==> src/design/ntfsrl_pkg.sv <==
// shared types and codes for the ntfs runlist decoder
`timescale 1ns / 1ps

package ntfsrl_pkg;

   localparam int unsigned WordWidth = 64;

   typedef logic [1:0] status_type;

   localparam status_type STATUS_RUN     = 2'd0;
   localparam status_type STATUS_DONE    = 2'd1;
   localparam status_type STATUS_CORRUPT = 2'd2;

   localparam logic [7:0] NIBBLE_MASK = 8'h0F;
   localparam logic [7:0] SIGN_BIT    = 8'h80;

   typedef struct packed {
      logic [WordWidth-1:0] vcn;
      logic [WordWidth-1:0] lcn;
      logic [WordWidth-1:0] length;
      logic                 hole;
      status_type           status;
      logic                 last;
   } result_type;

   // or one byte into a little-endian accumulator, bytes past the eighth are dropped
   function automatic logic [WordWidth-1:0] gather_byte(input logic [WordWidth-1:0] acc,
                                                        input logic [7:0] data,
                                                        input logic [3:0] idx);
      logic [WordWidth-1:0] shifted;
      shifted = {{(WordWidth-8){1'b0}}, data} << {idx[2:0], 3'b000};
      if (idx[3] == 1'b0) begin
         gather_byte = acc | shifted;
      end else begin
         gather_byte = acc;
      end
   endfunction

   // sign extension from the top byte of a field shorter than eight bytes
   function automatic logic [WordWidth-1:0] extend_field(input logic [WordWidth-1:0] acc,
                                                         input logic [3:0] total,
                                                         input logic [7:0] top);
      logic [WordWidth-1:0] fill;
      fill = {WordWidth{1'b1}} << {total[2:0], 3'b000};
      if ((total[3] == 1'b0) && ((top & SIGN_BIT) != 8'h00)) begin
         extend_field = acc | fill;
      end else begin
         extend_field = acc;
      end
   endfunction

endpackage

==> src/design/ntfs_runlist_decoder.sv <==
// ntfs mapping-pairs runlist decoder, top level
`timescale 1ns / 1ps
// usage
//   req channel: one mapping-pairs byte per beat, req_end_of_stream on the last byte
//     of an attribute
//   rsp channel: at most one beat per input byte: a run (virtual start, absolute
//     cluster, length, hole mark), done on a zero header, or corrupt on a zero length
//     nibble or a truncated run; rsp_last marks the final beat of a stream
//   after done or corrupt the rest of the stream is swallowed up to its last byte
// timing
//   one byte per cycle sustained while req_ready is high; the decode is one pass of
//   gather, sign extend and a 64-bit add between the state registers and the result
//   register or the skid register
//   a two-entry output stage (result register plus skid register) lets bytes keep
//   flowing while a result waits; req_ready drops only once the skid register is
//   full, so a stalled receiver holds the input back after one extra result
// reset
//   synchronous reset clears the decode state to expect header with zero cluster and
//   virtual positions and empties the output stage; every end-of-stream byte does
//   the same for the decode state
module ntfs_runlist_decoder (
   input  logic                                  clock,
   input  logic                                  reset,
   input  logic                                  req_valid,
   output logic                                  req_ready,
   input  logic [7:0]                            req_data_byte,
   input  logic                                  req_end_of_stream,
   output logic                                  rsp_valid,
   input  logic                                  rsp_ready,
   output logic [ntfsrl_pkg::WordWidth-1:0]        rsp_run_vcn,
   output logic signed [ntfsrl_pkg::WordWidth-1:0] rsp_run_lcn,
   output logic signed [ntfsrl_pkg::WordWidth-1:0] rsp_run_length,
   output logic                                  rsp_is_hole,
   output logic [1:0]                            rsp_status,
   output logic                                  rsp_last
);
   import ntfsrl_pkg::*;

   localparam logic [1:0] PH_HEADER = 2'd0;
   localparam logic [1:0] PH_LENGTH = 2'd1;
   localparam logic [1:0] PH_OFFSET = 2'd2;
   localparam logic [1:0] PH_SKIP   = 2'd3;

   // decode state
   logic [1:0]           phase_ff, phase_in;
   logic [3:0]           len_total_ff, len_total_in;
   logic [3:0]           off_total_ff, off_total_in;
   logic [3:0]           count_ff, count_in;
   logic [WordWidth-1:0] len_acc_ff, len_acc_in;
   logic [WordWidth-1:0] delta_acc_ff, delta_acc_in;
   logic [WordWidth-1:0] prev_cluster_ff, prev_cluster_in;
   logic [WordWidth-1:0] virt_pos_ff, virt_pos_in;

   // output stage
   logic       out_valid_ff, out_valid_in;
   result_type out_ff, out_in;
   logic       skid_valid_ff, skid_valid_in;
   result_type skid_ff, skid_in;

   logic                 req_fire;
   logic                 out_fire;
   logic                 emit;
   result_type           result;
   logic [3:0]           count_next;
   logic [WordWidth-1:0] len_gathered;
   logic [WordWidth-1:0] len_final;
   logic [WordWidth-1:0] delta_gathered;
   logic [WordWidth-1:0] delta_final;
   logic [WordWidth-1:0] cluster_sum;

   assign req_ready = ~skid_valid_ff;
   assign req_fire  = req_valid & req_ready;
   assign out_fire  = out_valid_ff & rsp_ready;

   assign count_next     = count_ff + 4'd1;
   assign len_gathered   = gather_byte(len_acc_ff, req_data_byte, count_ff);
   assign len_final      = extend_field(len_gathered, len_total_ff, req_data_byte);
   assign delta_gathered = gather_byte(delta_acc_ff, req_data_byte, count_ff);
   assign delta_final    = extend_field(delta_gathered, off_total_ff, req_data_byte);
   assign cluster_sum    = prev_cluster_ff + delta_final;

   always_comb begin
      phase_in        = phase_ff;
      len_total_in    = len_total_ff;
      off_total_in    = off_total_ff;
      count_in        = count_ff;
      len_acc_in      = len_acc_ff;
      delta_acc_in    = delta_acc_ff;
      prev_cluster_in = prev_cluster_ff;
      virt_pos_in     = virt_pos_ff;
      emit            = 1'b0;
      result          = '0;

      if (req_fire) begin
         unique case (phase_ff)
            PH_SKIP: begin
               phase_in = PH_SKIP;
            end
            PH_HEADER: begin
               if (req_data_byte == 8'h00) begin
                  emit          = 1'b1;
                  result.status = STATUS_DONE;
                  result.last   = req_end_of_stream;
                  phase_in      = PH_SKIP;
               end else if (((req_data_byte & NIBBLE_MASK) == 8'h00) || req_end_of_stream) begin
                  emit          = 1'b1;
                  result.status = STATUS_CORRUPT;
                  result.last   = 1'b1;
                  phase_in      = PH_SKIP;
               end else begin
                  len_total_in = req_data_byte[3:0];
                  off_total_in = req_data_byte[7:4];
                  count_in     = '0;
                  len_acc_in   = '0;
                  delta_acc_in = '0;
                  phase_in     = PH_LENGTH;
               end
            end
            PH_LENGTH: begin
               count_in   = count_next;
               len_acc_in = len_gathered;
               if (count_next == len_total_ff) begin
                  len_acc_in = len_final;
                  if (off_total_ff == 4'd0) begin
                     // hole run: no offset bytes, cluster position holds
                     emit          = 1'b1;
                     result.vcn    = virt_pos_ff;
                     result.lcn    = '1;
                     result.length = len_final;
                     result.hole   = 1'b1;
                     result.status = STATUS_RUN;
                     result.last   = req_end_of_stream;
                     virt_pos_in   = virt_pos_ff + len_final;
                     phase_in      = PH_HEADER;
                  end else if (req_end_of_stream) begin
                     emit          = 1'b1;
                     result.status = STATUS_CORRUPT;
                     result.last   = 1'b1;
                  end else begin
                     count_in = '0;
                     phase_in = PH_OFFSET;
                  end
               end else if (req_end_of_stream) begin
                  emit          = 1'b1;
                  result.status = STATUS_CORRUPT;
                  result.last   = 1'b1;
               end
            end
            PH_OFFSET: begin
               count_in     = count_next;
               delta_acc_in = delta_gathered;
               if (count_next == off_total_ff) begin
                  delta_acc_in    = delta_final;
                  emit            = 1'b1;
                  result.vcn      = virt_pos_ff;
                  result.lcn      = cluster_sum;
                  result.length   = len_acc_ff;
                  result.hole     = 1'b0;
                  result.status   = STATUS_RUN;
                  result.last     = req_end_of_stream;
                  prev_cluster_in = cluster_sum;
                  virt_pos_in     = virt_pos_ff + len_acc_ff;
                  phase_in        = PH_HEADER;
               end else if (req_end_of_stream) begin
                  emit          = 1'b1;
                  result.status = STATUS_CORRUPT;
                  result.last   = 1'b1;
               end
            end
            default: begin
               phase_in = PH_HEADER;
            end
         endcase

         // end of stream always starts the next attribute from scratch
         if (req_end_of_stream) begin
            phase_in        = PH_HEADER;
            len_total_in    = '0;
            off_total_in    = '0;
            count_in        = '0;
            len_acc_in      = '0;
            delta_acc_in    = '0;
            prev_cluster_in = '0;
            virt_pos_in     = '0;
         end
      end
   end

   // result register with a skid register behind it
   always_comb begin
      out_valid_in  = out_valid_ff;
      out_in        = out_ff;
      skid_valid_in = skid_valid_ff;
      skid_in       = skid_ff;
      if (!out_valid_ff || out_fire) begin
         if (skid_valid_ff) begin
            out_valid_in  = 1'b1;
            out_in        = skid_ff;
            skid_valid_in = 1'b0;
         end else if (emit) begin
            out_valid_in = 1'b1;
            out_in       = result;
         end else begin
            out_valid_in = 1'b0;
         end
      end else if (emit) begin
         skid_valid_in = 1'b1;
         skid_in       = result;
      end
   end

   always_ff @(posedge clock) begin
      if (reset) begin
         phase_ff        <= PH_HEADER;
         len_total_ff    <= '0;
         off_total_ff    <= '0;
         count_ff        <= '0;
         len_acc_ff      <= '0;
         delta_acc_ff    <= '0;
         prev_cluster_ff <= '0;
         virt_pos_ff     <= '0;
         out_valid_ff    <= 1'b0;
         skid_valid_ff   <= 1'b0;
      end else begin
         phase_ff        <= phase_in;
         len_total_ff    <= len_total_in;
         off_total_ff    <= off_total_in;
         count_ff        <= count_in;
         len_acc_ff      <= len_acc_in;
         delta_acc_ff    <= delta_acc_in;
         prev_cluster_ff <= prev_cluster_in;
         virt_pos_ff     <= virt_pos_in;
         out_valid_ff    <= out_valid_in;
         skid_valid_ff   <= skid_valid_in;
      end
   end

   // payload, no reset needed
   always_ff @(posedge clock) begin
      out_ff  <= out_in;
      skid_ff <= skid_in;
   end

   assign rsp_valid      = out_valid_ff;
   assign rsp_run_vcn    = out_ff.vcn;
   assign rsp_run_lcn    = signed'(out_ff.lcn);
   assign rsp_run_length = signed'(out_ff.length);
   assign rsp_is_hole    = out_ff.hole;
   assign rsp_status     = out_ff.status;
   assign rsp_last       = out_ff.last;

   // skid entry only exists behind a full result register
   a_skid_behind_out: assert property (@(posedge clock) disable iff (reset)
      skid_valid_ff |-> out_valid_ff)
      else $error("skid register full while result register empty");

   // a result made while the receiver stalls lands in the skid register
   a_stall_fills_skid: assert property (@(posedge clock) disable iff (reset)
      (out_valid_ff && !rsp_ready && req_fire && emit) |=> skid_valid_ff)
      else $error("result lost during receiver stall");

   // skipped bytes never produce a result
   a_skip_silent: assert property (@(posedge clock) disable iff (reset)
      (req_fire && phase_ff == PH_SKIP) |-> !emit)
      else $error("result produced while skipping");

   // hole runs report an all-ones cluster
   a_hole_lcn: assert property (@(posedge clock) disable iff (reset)
      (out_valid_ff && out_ff.hole) |-> (out_ff.lcn == {WordWidth{1'b1}}))
      else $error("hole run with a real cluster");

   // corrupt always closes the stream
   a_corrupt_last: assert property (@(posedge clock) disable iff (reset)
      (out_valid_ff && out_ff.status == STATUS_CORRUPT) |-> out_ff.last)
      else $error("corrupt result without last");

endmodule
==> config.mk <==
export PLATFORM = sky130hd
export DESIGN_NAME = ntfs_runlist_decoder
export DESIGN_NICKNAME = d
export VERILOG_FILES = /design/src/design/ntfsrl_pkg.sv /design/src/design/ntfs_runlist_decoder.sv
export SDC_FILE = /design/constraint.sdc
export NUM_CORES = 1
export LEC_CHECK = 0
export BUFFER_PORTS_ARGS = -buffer_cell sky130_fd_sc_hd__buf_2
export CELL_PAD_IN_SITES_DETAIL_PLACEMENT = 1
export CELL_PAD_IN_SITES_GLOBAL_PLACEMENT = 2
export CORE_ASPECT_RATIO = 0.9
export CORE_UTILIZATION = 30
export CTS_CLUSTER_SIZE = 10
export DETAILED_ROUTE_END_ITERATION = 10
export HOLD_SLACK_MARGIN = 0.05
export PLACE_DENSITY_LB_ADDON = 0.25
export SLEW_MARGIN = 25
export SYNTH_ARGS = -nofsm -noshare
export SYNTH_HDL_FRONTEND = slang
export SYNTH_SLANG_ARGS = --single-unit
==> constraint.sdc <==
create_clock -name clock -period 18.8 [get_ports clock]
set_input_delay 1.88 -clock clock [delete_from_list [all_inputs] [get_ports clock]]
set_output_delay 1.88 -clock clock [all_outputs]
set_load 0.05 [all_outputs]
==> impl_metrics.sql, run 1 <==
INSERT INTO impl_metrics (metric_group, metric, value, unit) VALUES
('sta', 'tightest_slew', '1100', 'ps'),
('run', 'cap_violations', '0', ''),
('global_route', 'grt_start_max_net_pins', '150', ''),
('critical_path', 'crit_family', 'compound AO/OA/AOI/OAI gates', ''),
('clocking', 'clock_path_buffers', '3', ''),
('floorplanning', 'core_region_area', '111900', 'µm²'),
('clocking', 'clk_latency', '670', 'ps'),
('clocking', 'clock_tree.root_cell', 'sky130_fd_sc_hd__clkbuf_16', ''),
('global_route', 'globalRoute.totalOverflow', '0', ''),
('sta', 'max_freq', '143.8', 'MHz'),
('critical_path', 'critical_path.cell_chain', 'buf_2 > nand2_1 > or2_2 > or3_1 > a21oi_1 > or2_2 > ha_1 > nor2b_1 > o31ai_1 > a21oi_1 > a22o_1 > o211ai_1 > a31oi_1 > o41ai_1 > nor2_1 > a21oi_1 > xor2_1 > o21ai_0', ''),
('route', 'dr_total_vias', '26530', ''),
('clocking', 'numClockSinks', '664', ''),
('floorplanning', 'fp.dieW', '357.2', 'µm'),
('synthesis', 'yosysWarningCount', '0', ''),
('sta', 'hold_viol', '0', ''),
('route', 'total_wire_length_after_detailed_routing', '110.5', 'mm'),
('critical_path', 'required', '19320', 'ps'),
('finish', 'num-nets-final', '3762', ''),
('synthesis', 'synth-edff-count', '392', ''),
('finish', 'multi_input_area', '15950', 'µm²'),
('pwr', 'power_density', '90.01', 'nW/µm²'),
('floorplanning', 'die_height', '321.7', 'µm'),
('pwr', 'ir_worst_vdd', '61.49', 'µV'),
('finish', 'nFillCells', '12620', ''),
('synthesis', 'ys_dominant_reg_cell', 'sky130_fd_sc_hd__edfxtp_1', ''),
('route', 'firstDrtPassIters', '6', ''),
('worst_hold_path', 'hold_path_depth', '2', ''),
('route', 'avgRoutedWirePerCell', '21.46', 'µm'),
('finish', 'fin_util', '34.95', '%'),
('sta', 'slew_headroom', '26.12', '%'),
('finish', 'mostFrequentLayoutCell', 'sky130_fd_sc_hd__edfxtp_1', ''),
('clocking', 'tritoncts', 'built', ''),
('synthesis', 'postSynthNetCount', '3658', ''),
('critical_path', 'end_kind', 'flip-flop', ''),
('worst_hold_path', 'hold_path_class', 'reg -> reg', ''),
('critical_path', 'arrival', '7470', 'ps'),
('pwr', 'power.static_leakage', '16.99', 'nW'),
('clocking', 'cts.repair.resized', '0', ''),
('run_status', 'status', 'finished, final reports clean', ''),
('finish', 'antenna_cells', '0', ''),
('critical_path', 'timing.critical_path.depth', '18', ''),
('synthesis', 'synthArstFlopShare', '0', '%'),
('floorplanning', 'number_of_top_level_pins', '211', ''),
('clocking', 'cts_post_setup_buffers_inserted', '0', ''),
('sta', 'totalNegativeSetupSlack', '0', 'ps'),
('route', 'dr.first_iter.drc_count', '1663', ''),
('placement', 'hpwlAfterDp', '78.50', 'mm'),
('placement', 'post_dp_cell_area', '36450', 'µm²'),
('finish', 'layout.cells.most_common_list', 'sky130_fd_sc_hd__edfxtp_1 (392), sky130_fd_sc_hd__a21oi_1 (358), sky130_fd_sc_hd__nor2_1 (356), sky130_fd_sc_hd__nand2_1 (350), sky130_fd_sc_hd__a21o_1 (290)', ''),
('placement', 'place.gp.congestion', '0.8565', ''),
('synthesis', 'post_synth_instance_area', '34070', 'µm²'),
('route', 'route.antenna.remaining_nets', '0', ''),
('synthesis', 'netlist.top_cell.by_area', 'sky130_fd_sc_hd__edfxtp_1', ''),
('route', 'vias_per_cell', '5.152', ''),
('sta', 'share_of_the_clock_period_used_by_the_worst_path_after_layout', '37.00', '%'),
('sta', 'finalSetupViolations', '0', ''),
('clocking', 'htree_num_levels', '3', ''),
('sta', 'grt_setup_unrepaired', 'no', ''),
('finish', 'post_route_cells_drive_above_1_share', '11.65', '%'),
('global_route', 'grt_pass1_wl', '168.5', 'mm'),
('floorplanning', 'die_area', '114900', 'µm²'),
('synthesis', 'post_synth_inst_count', '3498', ''),
('critical_path', 'r2r_setup_slack', '13040', 'ps'),
('synthesis', 'post-synth-top-area-fraction', '34.55', '%'),
('synthesis', 'synth.top_cells.by_area', 'sky130_fd_sc_hd__edfxtp_1 (35%), sky130_fd_sc_hd__dfxtp_1 (16%), sky130_fd_sc_hd__a21o_1 (6.4%)', ''),
('global_route', 'initial_antenna_violation_count', '3', ''),
('critical_path', 'worstRegToRegCells', '20', ''),
('floorplanning', 'std_cell_rows', '116', ''),
('floorplanning', 'initial_core_util', '30.45', '%'),
('finish', 'postLayoutCellArea', '39110', 'µm²');
-- stage by stage --
stage | setup slack [ps] | hold slack, ps | power [mW] | std cells
2_1_floorplan | 895.2 | 427.6 | 1.898 | 3498
3_3_place_gp | 11280 | 433.6 | 1.999 | 4989
3_5_place_dp | 11200 | 442.1 | 1.999 | 4989
4_1_cts | 11900 | 449.7 | 3.578 | 5147
5_1_grt | 11400 | 468.2 | 3.660 | 5149
6_report | 11840 | 449.5 | 3.520 | 5149
-- cell type report --
class | instances | area share [%]
Sequential cell | 664 | 44.03
Multi-Input combinational cell | 2573 | 40.77
Clock buffer | 135 | 6.155
Tap cell | 1475 | 4.719
Timing Repair Buffer | 242 | 3.484
Clock inverter | 23 | 0.4831
Inverter | 37 | 0.3551
-- path summary, 6_finish.rpt --
path,startpoint,end
max reg2reg,len_total_ff[3]$_SDFFE_PP0P_,virt_pos_ff[60]$_SDFFE_PP0P_
max,req_data_byte[7],virt_pos_ff[60]$_SDFFE_PP0P_
min reg2reg,delta_acc_ff[43]$_SDFFE_PP0P_,delta_acc_ff[43]$_SDFFE_PP0P_
min,delta_acc_ff[43]$_SDFFE_PP0P_,delta_acc_ff[43]$_SDFFE_PP0P_
-- report_power, final --
part / switching, mW / internal [mW]
combinational: 0.283 / 0.103
clock: 0.650 / 0.904
sequential: 0.0153 / 1.57
total: 0.948 / 2.57
-- Yosys cell counts (all sizes together), types with 6 or more instances --
| library cell | count |
|---|---|
| o21a | 62 |
| buf | 32 |
| inv | 37 |
| nor4 | 13 |
| and2 | 108 |
| nor2b | 25 |
| xnor2 | 75 |
| a211oi | 9 |
| and4 | 6 |
| nand2b | 31 |
| or3 | 41 |
| a22o | 28 |
| clkbuf | 192 |
| nand2 | 350 |
| or2 | 24 |
| and3 | 14 |
| o21bai | 63 |
| a221oi | 6 |
| ha | 145 |
| or3b | 8 |
| a31oi | 26 |
| a21oi | 365 |
| nor2 | 359 |
| a22oi | 44 |
| edfxtp | 392 |
| dfxtp | 272 |
| o21ai | 211 |
| xor2 | 54 |
| nor3 | 42 |
| a21o | 292 |
| o211ai | 10 |
| nor3b | 7 |
| nand3 | 34 |
| nand4 | 50 |
-- tightest hold or removal path: stages (launching register included) --
cell and delay [ps]:
sky130_fd_sc_hd__dfxtp_1 310, sky130_fd_sc_hd__nand2_1 50, sky130_fd_sc_hd__a21oi_1 50
-- state kept, by name, indices dropped and copies added (netlist names) --
name,cells
skid_ff,196
rsp_run_lcn,64
rsp_valid,1
phase_ff,2
rsp_run_vcn,64
rsp_status,2
count_ff,4
len_total_ff,4
prev_cluster_ff,64
rsp_is_hole,1
delta_acc_ff,64
skid_valid_ff,1
off_total_ff,4
len_acc_ff,64
virt_pos_ff,64
rsp_last,1
rsp_run_length,64
-- cell families (layout without fill, tap and decap cells) --
group,count (synthesis),after routing,synth area share (%)
multiplexers,5,5,0.1469
AO/OA/AOI/OAI,1168,1168,22.09
AND/OR/NAND/NOR,1124,1124,15.46
buffers and inverters,261,437,3.011
XOR/XNOR,129,129,3.316
flip-flops,664,664,50.53
adder cells (fa/ha/maj),147,147,5.443
-- routing by layer --
metal / wire [µm] / vias to the layer above / track usage (%)
li1: - / 12880 / -
met1: 53760 / 13090 / 26.68
met2: 50050 / 408 / 30.04
met3: 4040 / 140 / 3.105
met4: 2609 / 4 / 5.052
met5: 27 / - / 0
Power figures use the tool's default switching activity.
==> inputs of run 2 (changes only) <==
clock period = 6.6 ns   (was 18.8 ns; I/O delays follow)
==> impl_metrics.sql, run 2 (same netlist as run 1, synthesis figures left out) <==
INSERT INTO impl_metrics (metric_group, metric, value, unit) VALUES
('run_status', 'status', 'finished, final reports clean', ''),
('sta', 'share_of_the_clock_period_used_by_the_worst_path_after_layout', '78.72', '%'),
('finish', 'fin_util', '35.18', '%'),
('critical_path', 'r2r_setup_slack', '1400', 'ps'),
('sta', 'post-route-min-period', '5196', 'ps'),
('finish', 'mostFrequentLayoutCell', 'sky130_fd_sc_hd__edfxtp_1', ''),
('sta', 'slew_headroom', '28.42', '%'),
('placement', 'port_buffers', '210', ''),
('clocking', 'clock_path_buffers', '3', ''),
('critical_path', 'critical_path_fanouts_max', '10', ''),
('clocking', 'cts_buffers', '83', ''),
('critical_path', 'rr_startpoint', 'count_ff[0]$_SDFFE_PP0P_', ''),
('critical_path', 'end_kind', 'flip-flop', ''),
('global_route', 'grt_pass1_vias', '27280', ''),
('critical_path', 'critical_path.startpoint', 'count_ff[0]$_SDFFE_PP0P_', ''),
('route', 'drcViolationCount', '0', ''),
('clocking', 'cts.repair.resized', '0', ''),
('global_route', 'grt_start_max_net_pins', '111', ''),
('sta', 'finalSetupViolations', '0', ''),
('finish', 'registers.top_by_ff_count', 'skid_ff', ''),
('critical_path', 'critical_path.cell_chain', 'nand2b_1 > nor3_1 > and2_1 > or3_1 > ha_1 > a21oi_1 > o21ai_1 > a31oi_1 > o211ai_1 > a31oi_2 > o21ai_1 > a21oi_2 > o21bai_1 > a31oi_1 > xnor2_1 > a221o_1', ''),
('finish', 'layout.cells.most_common_list', 'sky130_fd_sc_hd__edfxtp_1 (392), sky130_fd_sc_hd__a21oi_1 (358), sky130_fd_sc_hd__nor2_1 (356), sky130_fd_sc_hd__nand2_1 (350), sky130_fd_sc_hd__a21o_1 (290)', ''),
('route', 'firstDrtPassIters', '4', ''),
('clocking', 'clk_latency', '670', 'ps'),
('sta', 'hold_viol', '0', ''),
('clocking', 'htree_num_levels', '3', ''),
('critical_path', 'worstRegToRegCells', '16', ''),
('floorplanning', 'initial_core_util', '30.45', '%'),
('critical_path', 'timing.rr.end', 'rsp_run_lcn[59]$_DFFE_PP_', ''),
('route', 'avgRoutedWirePerCell', '21.59', 'µm'),
('global_route', 'track_usage', '19.19', '%'),
('finish', 'syn2layout_area_growth', '15.54', '%'),
('route', 'total_wire_length_after_detailed_routing', '111.5', 'mm'),
('clocking', 'cts_post_setup_buffers_inserted', '0', ''),
('clocking', 'clock_tree.root_cell', 'sky130_fd_sc_hd__clkbuf_16', ''),
('pwr', 'proportion_of_power_drawn_by_combinational_gates', '10.9', '%'),
('floorplanning', 'die_height', '321.7', 'µm'),
('pwr', 'net-switching-power', '2.701', 'mW'),
('placement', 'place.gp.congestion', '0.8516', ''),
('route', 'dr.first_iter.drc_count', '1499', ''),
('sta', 'hold-worst-slack', '446.1', 'ps'),
('sta', 'max_freq', '192.5', 'MHz'),
('run', 'cap_violations', '0', ''),
('clocking', 'clk_transition_reported_paths', '60', 'ps'),
('route', 'vias_per_cell', '5.165', ''),
('floorplanning', 'core_region_area', '111900', 'µm²'),
('sta', 'grt_setup_unrepaired', 'no', ''),
('clocking', 'tritoncts', 'built', ''),
('finish', 'post_route_cells_drive_above_1_share', '12.18', '%'),
('pwr', 'power.static_leakage', '17.11', 'nW'),
('sta', 'finClkSkew', '19.60', 'ps'),
('global_route', 'globalRoute.totalOverflow', '0', ''),
('finish', 'num-nets-final', '3776', ''),
('placement', 'post_dp_cell_area', '36650', 'µm²'),
('worst_hold_path', 'hold_path_class', 'in -> reg', ''),
('pwr', 'power.switching_fraction', '26.49', '%'),
('pwr', 'intPower', '7.494', 'mW'),
('critical_path', 'crit_type', 'reg -> reg', ''),
('floorplanning', 'number_of_top_level_pins', '211', ''),
('clocking', 'hold_buffers', '0', ''),
('pwr', 'ir_worst_vdd', '198.5', 'µV'),
('route', 'route.antenna.remaining_nets', '0', ''),
('critical_path', 'cp_slowest_stage_delay', '820', 'ps'),
('placement', 'hpwlAfterDp', '80.03', 'mm'),
('critical_path', 'start_kind', 'flip-flop', ''),
('route', 'dr_total_vias', '26670', ''),
('global_route', 'initial_antenna_violation_count', '5', ''),
('global_route', 'grt_pass1_wl', '170.0', 'mm'),
('critical_path', 'cpMaxStageDelayCell', 'sky130_fd_sc_hd__nor3_1', ''),
('finish', 'postLayoutCellArea', '39370', 'µm²'),
('floorplanning', 'die_area', '114900', 'µm²'),
('pwr', 'totalPowerFinal', '10.19', 'mW'),
('pwr', 'power_density', '259.0', 'nW/µm²'),
('finish', 'number_of_flip_flops_under_the_largest_register_name', '196', ''),
('critical_path', 'critical_path.endpoint', 'rsp_run_lcn[59]$_DFFE_PP_', ''),
('floorplanning', 'std_cell_rows', '116', ''),
('floorplanning', 'fp.dieW', '357.2', 'µm'),
('critical_path', 'required', '7020', 'ps'),
('critical_path', 'arrival', '5610', 'ps'),
('pwr', 'seq_power_share', '44.2', '%'),
('pwr', 'power_frac_clock', '44.9', '%'),
('sta', 'tightest_slew', '1065', 'ps'),
('sta', 'slew_violations', '0', ''),
('clocking', 'numClockSinks', '664', '');
[run 2: worst min path at each step]
stage	start	endpoint	cells after the start
floorplan	delta_acc_ff[32]$_SDFFE_PP0P_	delta_acc_ff[32]$_SDFFE_PP0P_	2
global placement	delta_acc_ff[32]$_SDFFE_PP0P_	delta_acc_ff[32]$_SDFFE_PP0P_	2
detailed placement	delta_acc_ff[50]$_SDFFE_PP0P_	delta_acc_ff[50]$_SDFFE_PP0P_	2
CTS	req_data_byte[5]	off_total_ff[1]$_SDFFE_PP0P_	3
global route	req_data_byte[5]	off_total_ff[1]$_SDFFE_PP0P_	3
finish	req_data_byte[5]	off_total_ff[1]$_SDFFE_PP0P_	3
[run 2: power by group through the flow]
| stage | Clock (mW) | Combinational [mW] | Sequential (mW) |
|---|---|---|---|
| after global routing | 4.88 | 1.21 | 4.51 |
| final | 4.58 | 1.11 | 4.50 |
| after CTS | 4.75 | 1.12 | 4.50 |
| after detailed placement | 0 | 1.12 | 4.59 |
| after global placement | 0 | 1.11 | 4.59 |
| after floorplan | 0 | 0.594 | 4.79 |
[run 2: per-stage QoR]
| stage | setup WS (ps) | cells | TNS [ps] |
|---|---|---|---|
| floorplan | -332.1 | 3498 | -65100 |
| global placement | 1131 | 5005 | 0 |
| detailed placement | 1072 | 5005 | 0 |
| CTS | 1434 | 5160 | 0 |
| global route | 1071 | 5161 | 0 |
| finish | 1404 | 5164 | 0 |
[run 2: routing by layer]
metal | GRT usage [%] | routed length, µm | up-vias
met5 | 0 | 27 | -
met4 | 5.518 | 2842 | 4
met3 | 3.139 | 4041 | 163
met2 | 30.19 | 50230 | 401
met1 | 26.94 | 54330 | 13190
li1 | - | - | 12910
[run 2: critical path, delay by kind of cell, from the launching register on]
kind | cells | cell delay (ps)
simple gates | 4 | 1540
compound gates | 10 | 2500
fa+ha+maj | 1 | 260
xor+xnor | 1 | 130
flops | 1 | 500
[run 2: cell type report]
cell class / count / area, µm²
antenna: 3 / 7.507
clock buffer: 135 / 2376
clock inverter: 20 / 305.3
fill: 12640 / 72540
inverter: 37 / 138.9
multi-input combinational: 2573 / 16000
sequential: 664 / 17230
tap: 1475 / 1846
timing repair buffer: 257 / 1464
==> inputs of run 3 (changes only) <==
clock period = 5 ns   (was 6.6 ns; I/O delays follow)
==> impl_metrics.sql, run 3 (same netlist as run 1, synthesis figures left out) <==
INSERT INTO impl_metrics (metric_group, metric, value, unit) VALUES
('run_status', 'status', 'finished, final reports clean', ''),
('global_route', 'grt_pass1_wl', '174.0', 'mm'),
('route', 'avgRoutedWirePerCell', '21.40', 'µm'),
('route', 'total_wire_length_after_detailed_routing', '113.6', 'mm'),
('floorplanning', 'number_of_top_level_pins', '211', ''),
('floorplanning', 'fp.dieW', '357.2', 'µm'),
('clocking', 'clock_tree.root_cell', 'sky130_fd_sc_hd__clkbuf_16', ''),
('finish', 'registers.top_by_ff_count', 'skid_ff', ''),
('clocking', 'numClockSinks', '664', ''),
('global_route', 'grt_pass1_vias', '28150', ''),
('placement', 'place.gp.congestion', '0.8607', ''),
('worst_hold_path', 'hold_path_class', 'in -> reg', ''),
('finish', 'fin_util', '36.06', '%'),
('floorplanning', 'initial_core_util', '30.45', '%'),
('finish', 'syn2layout_area_growth', '18.45', '%'),
('clocking', 'clk_transition_reported_paths', '60', 'ps'),
('sta', 'finClkSkew', '28.99', 'ps'),
('worst_hold_path', 'hold_path_depth', '3', ''),
('floorplanning', 'die_height', '321.7', 'µm'),
('clocking', 'cts_buffers', '83', ''),
('floorplanning', 'core_region_area', '111900', 'µm²'),
('clocking', 'htree_num_levels', '3', ''),
('pwr', 'power.static_leakage', '17.76', 'nW'),
('clocking', 'clock_path_buffers', '3', ''),
('route', 'vias_per_cell', '5.143', ''),
('sta', 'hold_viol', '0', ''),
('critical_path', 'worstRegToRegCells', '17', ''),
('route', 'drcViolationCount', '0', ''),
('clocking', 'clk_latency', '670', 'ps'),
('global_route', 'globalRoute.totalOverflow', '0', ''),
('finish', 'number_of_flip_flops_under_the_largest_register_name', '196', ''),
('sta', 'max_freq', '213.4', 'MHz'),
('sta', 'share_of_the_clock_period_used_by_the_worst_path_after_layout', '93.73', '%'),
('pwr', 'power_density', '329.2', 'nW/µm²'),
('clocking', 'tritoncts', 'built', ''),
('route', 'dr_total_vias', '27300', ''),
('sta', 'tightest_slew', '1018', 'ps'),
('sta', 'slew_violations', '0', ''),
('sta', 'finalSetupViolations', '0', ''),
('critical_path', 'critical_path_fanouts_max', '8', ''),
('placement', 'port_buffers', '210', ''),
('sta', 'slew_headroom', '32.12', '%'),
('placement', 'place_worst_setup_slack', '108.6', 'ps'),
('finish', 'mostFrequentLayoutCell', 'sky130_fd_sc_hd__edfxtp_1', ''),
('run', 'cap_violations', '0', ''),
('route', 'dr.first_iter.drc_count', '1518', ''),
('sta', 'post-route-min-period', '4687', 'ps'),
('sta', 'final.setup.worst_slack', '313.5', 'ps'),
('sta', 'grt_setup_unrepaired', 'no', ''),
('floorplanning', 'std_cell_rows', '116', ''),
('global_route', 'initial_antenna_violation_count', '6', ''),
('route', 'firstDrtPassIters', '5', ''),
('critical_path', 'start_kind', 'flip-flop', ''),
('finish', 'post_route_cells_drive_above_1_share', '15.55', '%'),
('critical_path', 'end_kind', 'flip-flop', ''),
('pwr', 'ir_worst_vdd', '211.2', 'µV'),
('finish', 'layout.cells.most_common_list', 'sky130_fd_sc_hd__edfxtp_1 (392), sky130_fd_sc_hd__a21oi_1 (358), sky130_fd_sc_hd__nor2_1 (357), sky130_fd_sc_hd__nand2_1 (350), sky130_fd_sc_hd__a21o_1 (290)', ''),
('global_route', 'grt_start_max_net_pins', '108', ''),
('global_route', 'track_usage', '19.61', '%'),
('floorplanning', 'die_area', '114900', 'µm²'),
('placement', 'hpwlAfterDp', '82.47', 'mm'),
('critical_path', 'required', '5380', 'ps'),
('critical_path', 'arrival', '5060', 'ps'),
('finish', 'num-nets-final', '3923', ''),
('route', 'route.antenna.remaining_nets', '0', ''),
('critical_path', 'crit_type', 'reg -> reg', '');
==> run 3: metrics by stage <==
| step | cells | TNS (ps) | area [µm²] | power (mW) | hold WS [ps] |
|---|---|---|---|---|---|
| after floorplan | 3498 | -378700 | 34150 | 7.105 | 427.6 |
| after global placement | 5152 | 0 | 37780 | 7.619 | 433.4 |
| after detailed placement | 5152 | 0 | 37780 | 7.624 | 443.1 |
| after CTS | 5306 | 0 | 40340 | 13.50 | 251.4 |
| after global routing | 5307 | 0 | 40350 | 13.81 | 284.5 |
| final | 5308 | 0 | 40360 | 13.29 | 312.2 |
==> run 3: where the power goes <==
| part | internal, mW | total [mW] | switching, mW |
|---|---|---|---|
| clock | 3.35 | 5.79 | 2.44 |
| combinational | 0.461 | 1.56 | 1.10 |
| sequential | 5.88 | 5.93 | 0.0519 |
==> run 3: worst max-delay path, cell delays in order (launching register included) <==
cell and delay [ps]:
sky130_fd_sc_hd__dfxtp_4 410, sky130_fd_sc_hd__nand2b_1 170, sky130_fd_sc_hd__nor3_1 70, sky130_fd_sc_hd__buf_4 190, sky130_fd_sc_hd__and2_1 240, sky130_fd_sc_hd__or3_1 430, sky130_fd_sc_hd__ha_1 350, sky130_fd_sc_hd__nand2_1 90
sky130_fd_sc_hd__o21ai_1 140, sky130_fd_sc_hd__a31oi_1 120, sky130_fd_sc_hd__o211ai_1 450, sky130_fd_sc_hd__a31oi_2 280, sky130_fd_sc_hd__o41a_1 560, sky130_fd_sc_hd__o21ai_1 200, sky130_fd_sc_hd__a21oi_2 110, sky130_fd_sc_hd__o31ai_4 210
sky130_fd_sc_hd__mux2i_1 280, sky130_fd_sc_hd__o21ai_1 80
==> run 3: repair_timing <==
item	CTS	global route
endpoints found under the setup margin	0	4
setup buffers	0	1
hold buffers	0	0
gates resized for setup	0	1
==> run 3: area by class of cell <==
type / instances / area (µm²)
Multi-Input combinational cell: 2573 / 15990
Tap cell: 1475 / 1846
Timing Repair Buffer: 404 / 2597
Fill cell: 12560 / 71550
Clock buffer: 133 / 2367
Antenna cell: 1 / 2.502
Sequential cell: 664 / 17230
Inverter: 37 / 138.9
Clock inverter: 21 / 192.7
==> run 3: final timing paths <==
path	end	startpoint	slack, ps
setup / recovery	rsp_run_lcn[61]$_DFFE_PP_	count_ff[1]$_SDFFE_PP0P_	310
hold / removal	off_total_ff[0]$_SDFFE_PP0P_	req_data_byte[4]	310
setup reg to reg	rsp_run_lcn[61]$_DFFE_PP_	count_ff[1]$_SDFFE_PP0P_	310
hold reg to reg	delta_acc_ff[33]$_SDFFE_PP0P_	delta_acc_ff[33]$_SDFFE_PP0P_	450
==> run 3: metal layers <==
layer / GRT usage [%] / vias up / part of all wire (%)
met5: 0 / - / 0.033
met4: 5.100 / 6 / 2.4
met3: 2.890 / 158 / 3.8
met2: 31.61 / 454 / 46
met1: 27.31 / 13490 / 48
li1: - / 13190 / -
